===== src/rtl/deq_pkg.sv =====
// Package for the double-ended queue: request and status codes, controller
// states, and the command and status structs between controller and datapath.
// No dependencies.
package deq_pkg;

    // Default storage geometry.
    localparam int DEF_DEPTH     = 16;
    localparam int DEF_WORD_BITS = 32;

    // Port field widths.
    localparam int REQ_BITS    = 3;
    localparam int VALUE_BITS  = 32;
    localparam int STATUS_BITS = 2;
    localparam int COUNT_BITS  = 5;
    localparam int OUT_DATA_BITS = 40;  // read_value and count, padded to bytes

    // Request codes.
    localparam logic [REQ_BITS-1:0] REQ_PUSH_FRONT = 3'd0;
    localparam logic [REQ_BITS-1:0] REQ_PUSH_BACK  = 3'd1;
    localparam logic [REQ_BITS-1:0] REQ_POP_FRONT  = 3'd2;
    localparam logic [REQ_BITS-1:0] REQ_POP_BACK   = 3'd3;
    localparam logic [REQ_BITS-1:0] REQ_PEEK_FRONT = 3'd4;
    localparam logic [REQ_BITS-1:0] REQ_PEEK_BACK  = 3'd5;

    // Status codes.
    localparam logic [STATUS_BITS-1:0] ST_OK    = 2'd0;
    localparam logic [STATUS_BITS-1:0] ST_EMPTY = 2'd1;
    localparam logic [STATUS_BITS-1:0] ST_FULL  = 2'd2;

    // Controller states.
    typedef enum logic [1:0] {
        S_IDLE,
        S_READ,
        S_SEND
    } t_state;

    // Commands from controller to datapath.
    typedef struct packed {
        logic exec;     // carry out the accepted request
        logic load_rd;  // move the registered memory word into the result
    } t_cmd;

    // Status from datapath to controller.
    typedef struct packed {
        logic needs_read;  // the offered request reads a stored word
    } t_stat;

endpackage


===== src/rtl/deq_ctrl.sv =====
// Controller of the double-ended queue: sequences accept, memory read and
// result delivery. Depends on deq_pkg.
module deq_ctrl (
    input  logic           i_clk,
    input  logic           i_rst_n,
    input  logic           i_in_valid,
    output logic           o_in_ready,
    output logic           o_out_valid,
    input  logic           i_out_ready,
    input  deq_pkg::t_stat i_stat,
    output deq_pkg::t_cmd  o_cmd
);

    deq_pkg::t_state r_state;
    deq_pkg::t_state n_state;

    // State register.
    always_ff @(posedge i_clk) begin
        if (!i_rst_n) begin
            r_state <= deq_pkg::S_IDLE;
        end else begin
            r_state <= n_state;
        end
    end

    // Next state.
    always_comb begin
        n_state = r_state;
        case (r_state)
            deq_pkg::S_IDLE: begin
                if (i_in_valid) begin
                    n_state = i_stat.needs_read ? deq_pkg::S_READ : deq_pkg::S_SEND;
                end
            end
            deq_pkg::S_READ: begin
                n_state = deq_pkg::S_SEND;
            end
            deq_pkg::S_SEND: begin
                if (i_out_ready) begin
                    n_state = deq_pkg::S_IDLE;
                end
            end
            default: begin
                n_state = deq_pkg::S_IDLE;
            end
        endcase
    end

    // Outputs.
    always_comb begin
        o_in_ready    = 1'b0;
        o_out_valid   = 1'b0;
        o_cmd.exec    = 1'b0;
        o_cmd.load_rd = 1'b0;
        case (r_state)
            deq_pkg::S_IDLE: begin
                o_in_ready = 1'b1;
                o_cmd.exec = i_in_valid;
            end
            deq_pkg::S_READ: begin
                o_cmd.load_rd = 1'b1;
            end
            deq_pkg::S_SEND: begin
                o_out_valid = 1'b1;
            end
            default: begin
                o_in_ready = 1'b0;
            end
        endcase
    end

endmodule


===== src/rtl/deq_dpath.sv =====
// Datapath of the double-ended queue: ring buffer memory, front index, word
// count and the result register. Depends on deq_pkg.
module deq_dpath #(
    parameter int DEPTH     = deq_pkg::DEF_DEPTH,
    parameter int WORD_BITS = deq_pkg::DEF_WORD_BITS
) (
    input  logic                             i_clk,
    input  logic                             i_rst_n,
    input  logic [deq_pkg::REQ_BITS-1:0]     i_req_type,
    input  logic [deq_pkg::VALUE_BITS-1:0]   i_push_value,
    input  deq_pkg::t_cmd                    i_cmd,
    output deq_pkg::t_stat                   o_stat,
    output logic [deq_pkg::VALUE_BITS-1:0]   o_read_value,
    output logic [deq_pkg::STATUS_BITS-1:0]  o_status,
    output logic [deq_pkg::COUNT_BITS-1:0]   o_count
);

    localparam int IW = (DEPTH > 1) ? $clog2(DEPTH) : 1;
    localparam int CW = $clog2(DEPTH + 1);
    localparam int SW = CW + 1;

    logic [WORD_BITS-1:0] r_mem [DEPTH];
    logic [WORD_BITS-1:0] r_rd_word;
    logic [IW-1:0]        r_front;
    logic [CW-1:0]        r_count;
    logic [IW-1:0]        n_front;
    logic [CW-1:0]        n_count;

    logic [deq_pkg::VALUE_BITS-1:0]  r_read_value;
    logic [deq_pkg::STATUS_BITS-1:0] r_status;
    logic [deq_pkg::COUNT_BITS-1:0]  r_count_out;

    logic                            w_full;
    logic                            w_empty;
    logic [SW-1:0]                   w_tail_sum;
    logic [SW-1:0]                   w_last_sum;
    logic [IW-1:0]                   w_tail_idx;
    logic [IW-1:0]                   w_back_idx;
    logic [IW-1:0]                   w_front_inc;
    logic [IW-1:0]                   w_front_dec;
    logic [63:0]                     w_val_wide;
    logic [63:0]                     w_rd_wide;
    logic [WORD_BITS-1:0]            w_word;
    logic                            w_wr_en;
    logic [IW-1:0]                   w_wr_idx;
    logic                            w_rd_en;
    logic [IW-1:0]                   w_rd_idx;
    logic [deq_pkg::STATUS_BITS-1:0] w_status;

    assign w_full  = (r_count == CW'(DEPTH));
    assign w_empty = (r_count == '0);

    // Ring positions: one slot past the back, and the back slot itself.
    assign w_tail_sum = SW'(r_front) + SW'(r_count);
    assign w_last_sum = w_tail_sum - SW'(1);
    assign w_tail_idx = (w_tail_sum >= SW'(DEPTH)) ? IW'(w_tail_sum - SW'(DEPTH))
                                                   : IW'(w_tail_sum);
    assign w_back_idx = (w_last_sum >= SW'(DEPTH)) ? IW'(w_last_sum - SW'(DEPTH))
                                                   : IW'(w_last_sum);
    assign w_front_inc = (r_front == IW'(DEPTH - 1)) ? '0 : r_front + IW'(1);
    assign w_front_dec = (r_front == '0) ? IW'(DEPTH - 1) : r_front - IW'(1);

    // Fit the pushed value to the stored word and the stored word to the port.
    assign w_val_wide = {32'd0, i_push_value};
    assign w_word     = w_val_wide[WORD_BITS-1:0];
    assign w_rd_wide  = 64'(r_rd_word);

    // Request decode: pointer updates, memory access and status.
    always_comb begin
        n_front  = r_front;
        n_count  = r_count;
        w_wr_en  = 1'b0;
        w_wr_idx = w_tail_idx;
        w_rd_en  = 1'b0;
        w_rd_idx = r_front;
        w_status = deq_pkg::ST_OK;
        case (i_req_type)
            deq_pkg::REQ_PUSH_FRONT: begin
                if (w_full) begin
                    w_status = deq_pkg::ST_FULL;
                end else begin
                    n_front  = w_front_dec;
                    n_count  = r_count + CW'(1);
                    w_wr_en  = 1'b1;
                    w_wr_idx = w_front_dec;
                end
            end
            deq_pkg::REQ_PUSH_BACK: begin
                if (w_full) begin
                    w_status = deq_pkg::ST_FULL;
                end else begin
                    n_count  = r_count + CW'(1);
                    w_wr_en  = 1'b1;
                    w_wr_idx = w_tail_idx;
                end
            end
            deq_pkg::REQ_POP_FRONT, deq_pkg::REQ_PEEK_FRONT: begin
                if (w_empty) begin
                    w_status = deq_pkg::ST_EMPTY;
                end else begin
                    w_rd_en  = 1'b1;
                    w_rd_idx = r_front;
                    if (i_req_type == deq_pkg::REQ_POP_FRONT) begin
                        n_front = w_front_inc;
                        n_count = r_count - CW'(1);
                    end
                end
            end
            deq_pkg::REQ_POP_BACK, deq_pkg::REQ_PEEK_BACK: begin
                if (w_empty) begin
                    w_status = deq_pkg::ST_EMPTY;
                end else begin
                    w_rd_en  = 1'b1;
                    w_rd_idx = w_back_idx;
                    if (i_req_type == deq_pkg::REQ_POP_BACK) begin
                        n_count = r_count - CW'(1);
                    end
                end
            end
            default: begin
                w_status = deq_pkg::ST_OK;
            end
        endcase
    end

    assign o_stat.needs_read = w_rd_en;

    // Ring buffer storage with registered read.
    always_ff @(posedge i_clk) begin
        if (i_cmd.exec && w_wr_en) begin
            r_mem[w_wr_idx] <= w_word;
        end
    end

    always_ff @(posedge i_clk) begin
        if (i_cmd.exec && w_rd_en) begin
            r_rd_word <= r_mem[w_rd_idx];
        end
    end

    // Front index and word count.
    always_ff @(posedge i_clk) begin
        if (!i_rst_n) begin
            r_front <= '0;
            r_count <= '0;
        end else if (i_cmd.exec) begin
            r_front <= n_front;
            r_count <= n_count;
        end
    end

    // Result register.
    always_ff @(posedge i_clk) begin
        if (i_cmd.exec) begin
            r_read_value <= '0;
            r_status     <= w_status;
            r_count_out  <= deq_pkg::COUNT_BITS'(n_count);
        end else if (i_cmd.load_rd) begin
            r_read_value <= w_rd_wide[deq_pkg::VALUE_BITS-1:0];
        end
    end

    assign o_read_value = r_read_value;
    assign o_status     = r_status;
    assign o_count      = r_count_out;

endmodule


===== src/rtl/double_ended_queue.sv =====
// Top level of the double-ended queue: stream ports, controller and datapath.
// Depends on deq_pkg, deq_ctrl and deq_dpath.
//
// Usage: each transaction on the slave stream is one request. tuser carries
// the request kind (push front, push back, pop front, pop back, peek front,
// peek back) and tdata the word to push. Each request yields exactly one
// transaction on the master stream: tdata holds the word read (zero when
// none) and the word count after the request, tuser the status (ok, empty,
// full). The queue holds up to DEPTH words of WORD_BITS bits in a ring.
// A push or a failed request shows its result in the cycle after it is
// taken; a successful pop or peek passes the registered ring memory read and
// then the result register. One request is in flight at a time, so no new
// request is taken until the result of the last one has been delivered.
// When the receiver stalls, the result holds steady and no new request is
// taken until it is delivered. Reset empties the queue at once; no
// clearing pass is needed, as stored words are read only after being pushed.
module double_ended_queue #(
    parameter int DEPTH     = deq_pkg::DEF_DEPTH,
    parameter int WORD_BITS = deq_pkg::DEF_WORD_BITS
) (
    input  logic                                i_clk,
    input  logic                                i_rst_n,
    // Request stream.
    input  logic                                i_s_axis_tvalid,
    output logic                                o_s_axis_tready,
    input  logic [deq_pkg::VALUE_BITS-1:0]      i_s_axis_tdata,  // [31:0] push_value
    input  logic [deq_pkg::REQ_BITS-1:0]        i_s_axis_tuser,  // [2:0] req_type
    // Result stream.
    output logic                                o_m_axis_tvalid,
    input  logic                                i_m_axis_tready,
    output logic [deq_pkg::OUT_DATA_BITS-1:0]   o_m_axis_tdata,  // [31:0] read_value,
                                                                 // [36:32] count, rest 0
    output logic [deq_pkg::STATUS_BITS-1:0]     o_m_axis_tuser   // [1:0] status
);

    deq_pkg::t_cmd  w_cmd;
    deq_pkg::t_stat w_stat;

    logic [deq_pkg::VALUE_BITS-1:0] w_read_value;
    logic [deq_pkg::COUNT_BITS-1:0] w_count;

    deq_ctrl u_ctrl (
        .i_clk       (i_clk),
        .i_rst_n     (i_rst_n),
        .i_in_valid  (i_s_axis_tvalid),
        .o_in_ready  (o_s_axis_tready),
        .o_out_valid (o_m_axis_tvalid),
        .i_out_ready (i_m_axis_tready),
        .i_stat      (w_stat),
        .o_cmd       (w_cmd)
    );

    deq_dpath #(
        .DEPTH     (DEPTH),
        .WORD_BITS (WORD_BITS)
    ) u_dpath (
        .i_clk        (i_clk),
        .i_rst_n      (i_rst_n),
        .i_req_type   (i_s_axis_tuser),
        .i_push_value (i_s_axis_tdata),
        .i_cmd        (w_cmd),
        .o_stat       (w_stat),
        .o_read_value (w_read_value),
        .o_status     (o_m_axis_tuser),
        .o_count      (w_count)
    );

    // Pack the result word: read value low, then count, zero fill to bytes.
    assign o_m_axis_tdata = {3'd0, w_count, w_read_value};

endmodule


===== config.mk =====
export PLATFORM = sky130hd
export DESIGN_NAME = double_ended_queue
export DESIGN_NICKNAME = d
export VERILOG_FILES = /design/src/rtl/deq_pkg.sv /design/src/rtl/deq_ctrl.sv /design/src/rtl/deq_dpath.sv /design/src/rtl/double_ended_queue.sv
export SDC_FILE = /design/constraint.sdc
export NUM_CORES = 1
export LEC_CHECK = 0
export ABC_CLOCK_PERIOD_IN_PS = 9300
export BUFFER_PORTS_ARGS = -buffer_cell sky130_fd_sc_hd__buf_2
export CORE_ASPECT_RATIO = 1.25
export CORE_UTILIZATION = 60
export CTS_BUF_LIST = sky130_fd_sc_hd__clkbuf_16
export DETAILED_ROUTE_END_ITERATION = 8
export GPL_ROUTABILITY_DRIVEN = 0
export PLACE_DENSITY_LB_ADDON = 0.05
export SLEW_MARGIN = 15
export SYNTH_ARGS = -nofsm -noshare
export SYNTH_HDL_FRONTEND = slang
export SYNTH_SLANG_ARGS = --single-unit
export TNS_END_PERCENT = 5

===== constraint.sdc =====
create_clock -name i_clk -period 9.3 [get_ports i_clk]
set_input_delay 0.465 -clock i_clk [delete_from_list [all_inputs] [get_ports i_clk]]
set_output_delay 0.465 -clock i_clk [all_outputs]
set_load 0.03 [all_outputs]

==> run summary <==
The flow ran to the end, and the final reports show no timing, DRC or antenna violations. The final setup slack of the worst path came out at roughly 4100 ps. The worst setup path is of the reg2reg kind. Adding up every negative setup slack in the final design gives 0 ps. The number of sinks on the clock net is between 500 and 600. The initial utilization of the core area, before any placement, comes to 60.7%. The number of instances in the synthesized netlist came out at 1941. The aggregate global routing overflow came out at 0. The netlist area before placement is 26100 sq um. The routed via count is 17600. The ratio of cells with drive above 1 in the final layout is 15.4%.

The first-pass GRT wire length is approximately 110000 microns. The HPWL after detailed placement is 35000 microns. The number of gates resized after cts is 0.

The endpoint of the worst-slack reg-to-reg timing path is u_dpath.r_rd_word[31]. The number of buffers inserted by port buffering came out at 79. The placement-stage worst setup slack came out at 4250 ps. The register clock-pin slew on the reported worst setup and hold paths came out at around 60 ps. The number of antenna violations at the first check in global routing is 1. The number of routed nets with antenna violations came out at 0. The cell count of the worst hold path came out at 2. The max-capacitance violation count is 0. The pre-antenna-repair detailed-routing pass consisted of 5 iterations. The post-synthesis sequential area ratio is 66.7%. Headroom to the max-slew limit came out at 20.3%. The layout net count came out at 1969. The maximum vdd drop came out at 0.184 mV. The class of the worst hold path is in2reg. The worst setup path is captured at a register.

The worst-case reg-to-reg path depth came out at 10. For this run, the leading register cell type out of synthesis is edfxtp_1. The clock tree from TritonCTS is built.

The via count of the first global-routing pass is between 15000 and 20000. Fill cells in the final layout number 3108. The proportion of register bits with asynchronous set or reset after synthesis came out at 0%. At the worst endpoint, the required time is 9640 ps. Summed over all instances, the cell type with the most area after synthesis is edfxtp_1. The startpoint identified for the worst hold timing path is i_rst_n. The critical path buffer and inverter count came out at 1. Clock tree synthesis selected as its root buffer the cell clkbuf_16. The later pin in the worst-skew pair is clocked with a latency of roughly 620 ps. The residual DRC count is 0. The dominant combinational cell family by area after synthesis is compound AO/OA/AOI/OAI gates. Setup slack on the worst reg-to-reg path comes out at 4130 ps.

Setup repair after global routing left no endpoint under its margin. The worst hold path terminates at u_dpath.r_front[0]. The fmax came out at 193 MHz. On the critical path, the stage with the largest delay is an instance of nand2_4.

By instance count, the leading cell after synthesis is edfxtp_1. The floorplan die height came out at 235 microns. The pin count of the biggest net entering global routing came out at about 220. The final core utilization came out at 66.8%. Multiplexer cells account for 4.83% of the synthesized area.

The count of hold buffers inserted by post-cts repair came out at 0. The largest stage delay on the critical path came out at 1120 ps. The synthesized netlist devotes under 10% of its cell area to simple gates. The die covers 44300 sq um. The number of DRC violations after detailed-routing iteration 0 is 1840. Dividing the detail-routed wire length by the instance count gives 27.6 microns.

Broken down by cell family, the worst path's largest delay share belongs to simple AND/OR/NAND/NOR gates. The reg-to-reg startpoint is u_dpath.r_front[0]. The number of levels the H-tree was split into is 2. The core area came out at 43000 sq um. The longest clock path from root to sink contains 3 buffers. The commonest cells after synthesis are edfxtp_1 (551), nand3_1 (219), o21ai_0 (165), clkbuf_1 (162), a21oi_1 (102). The power per standard cell area came out at about 220 nW/um^2. The standard-cell row count came out at 85. The count of state elements after synthesis is 594. The proportion of netlist area held by the largest area contributor came out at between 60% and 70%.

The layout overhead on the synthesized area is 10.1%. Of the total synthesized cell area, the portion taken by full adders, half adders and majority gates is 0.460%. The total routed wirelength is approximately 70000 microns. The startpoint type of the worst setup path is a register.

At the pin with the least slew margin, the transition time is 1190 ps. The count of boundary I/O pins is 83. The number of setup buffers added after CTS came out at 0. For this design the static power due to leakage is 9.54 nW. The total count of max-transition violations in the final report is 0.

For the final database, setup skew stands at around 26 ps. The overall fraction of global-route tracks in use came out at 31.8%. Among the stages of the critical path, the cell type that occurs most often is ha_1. After detailed routing, the number of vias per cell comes to 6.94.

The number of endpoints with negative hold slack in the final report came out at 0. The total of warnings raised by yosys is 0. Counting the buffers created by CTS gives 57. The data arrival time of the worst path is 5510 ps.

The synthesized-area fraction occupied by ao, oa, aoi and oai cells is 15.2%. The minimum clock period is 5170 ps. Measured along the x axis, the die boundary spans 188 microns. The count of flip-flops with a built-in enable after synthesis is 551. The number of endpoints failing setup at the final stage came out at 0. Of the available clock period, the critical path in the final layout requires 55.6%. The synthesized area per cell came out at 13.4 sq um.

The largest fanout of any net on the critical path came out at 51. Traced cell by cell, the critical path runs through ha_1, fa_1, inv_1, ha_1, xor3_1, nand4_4, nand2_4, mux2_2, a2111oi_0, mux2i_1. The area share of xor/xnor cells in the synthesized design came out at 0.748%. By area the synthesized netlist is led by edfxtp_1 (63%), nand3_1 (4.2%), dfxtp_1 (3.3%).

Counting distinct cell types in the post-synthesis netlist gives 65.
logic make-up after synthesis:
logic type / count (synthesis)
AO/OA/AOI/OAI: 554
XOR/XNOR: 15
adder cells (fa/ha/maj): 9
buffers and inverters: 214
flip-flops: 594
multiplexers: 112
other: 1
AND/OR/NAND/NOR: 442
worst max path at each step:
stage	from	to	slack [ps]	depth (start not counted)
finish	u_dpath.r_front[0]	u_dpath.r_rd_word[31]	4130	10
global route	u_dpath.r_front[0]	u_dpath.r_rd_word[31]	3830	10
CTS	u_dpath.r_front[0]	u_dpath.r_rd_word[2]	4200	10
detailed placement	u_dpath.r_front[0]	u_dpath.r_rd_word[2]	4250	10
global placement	u_dpath.r_front[0]	u_dpath.r_rd_word[3]	4370	10
floorplan	u_dpath.r_count[1]	u_dpath.r_mem[2][0]	5280	9
where the power goes:
group / leakage, nW / internal [mW] / switching, mW
sequential: 5.31 / 2.99 / 0.0288
clock: 0.910 / 1.21 / 0.992
combinational: 3.31 / 0.337 / 0.724
layout make-up:
cell class / instances / area, sq um / area share (%)
multi-input cells: 1135 / 8070 / 28.1
clock inverters: 48 / 303 / 1.05
well taps: 565 / 707 / 2.46
diodes: 1 / 2.50 / 0.00871
inverters: 10 / 37.5 / 0.131
flip-flops and latches: 594 / 17400 / 60.6
clock buffers: 58 / 1450 / 5.05
repair buffers: 123 / 742 / 2.58
per-stage QoR:
stage                     hold WS [ps]  cells  power, mW  instance area [sq um]
final                              216   2534       6.28                  28700
after global routing               206   2534       6.49                  28700
after CTS                          181   2533       6.30                  28700
after detailed placement           451   2427       4.12                  27000
after global placement             451   2427       4.09                  27000
after floorplan                    442   1943       3.80                  26100
sequential cells by signal, indices dropped and copies added, names as in the netlist:
register	flops
u_dpath.r_front	4
u_dpath.o_read_value	32
u_dpath.r_rd_word	32
u_dpath.r_count	5
u_dpath.o_count	5
u_dpath.o_status	2
u_dpath.r_mem	512
u_ctrl.r_state	2
routing by layer:
metal | vias to the layer above | GRT usage (%) | part of all wire (%)
met5 | - | 0 | 0
met4 | 0 | 13.3 | 3.9
met3 | 165 | 4.17 | 6.5
met2 | 781 | 53.3 | 50
met1 | 8938 | 41.8 | 40
li1 | 7714 | - | -
cells in the final DEF (no fill, tap or decap), types with 4 or more instances in the layout:
cell	count
and3_1	6
mux2i_1	75
nor2_1	21
buf_4	42
mux2_2	11
edfxtp_1	551
clkinvlp_4	4
dfxtp_1	42
nor2_4	17
mux2_4	25
o21ai_0	164
nor4_1	61
a2111oi_2	25
ha_1	8
clkbuf_16	58
a21oi_1	102
nand2b_1	6
nand3_1	219
and2_1	7
a2111oi_0	6
clkinv_2	13
a22o_1	33
o311a_1	61
a211oi_1	62
buf_2	79
a21boi_0	8
a32oi_1	60
nor3_1	4
xnor2_1	5
inv_1	22
nand2_1	82
clkinv_1	14
Power figures use the tool's default switching activity.
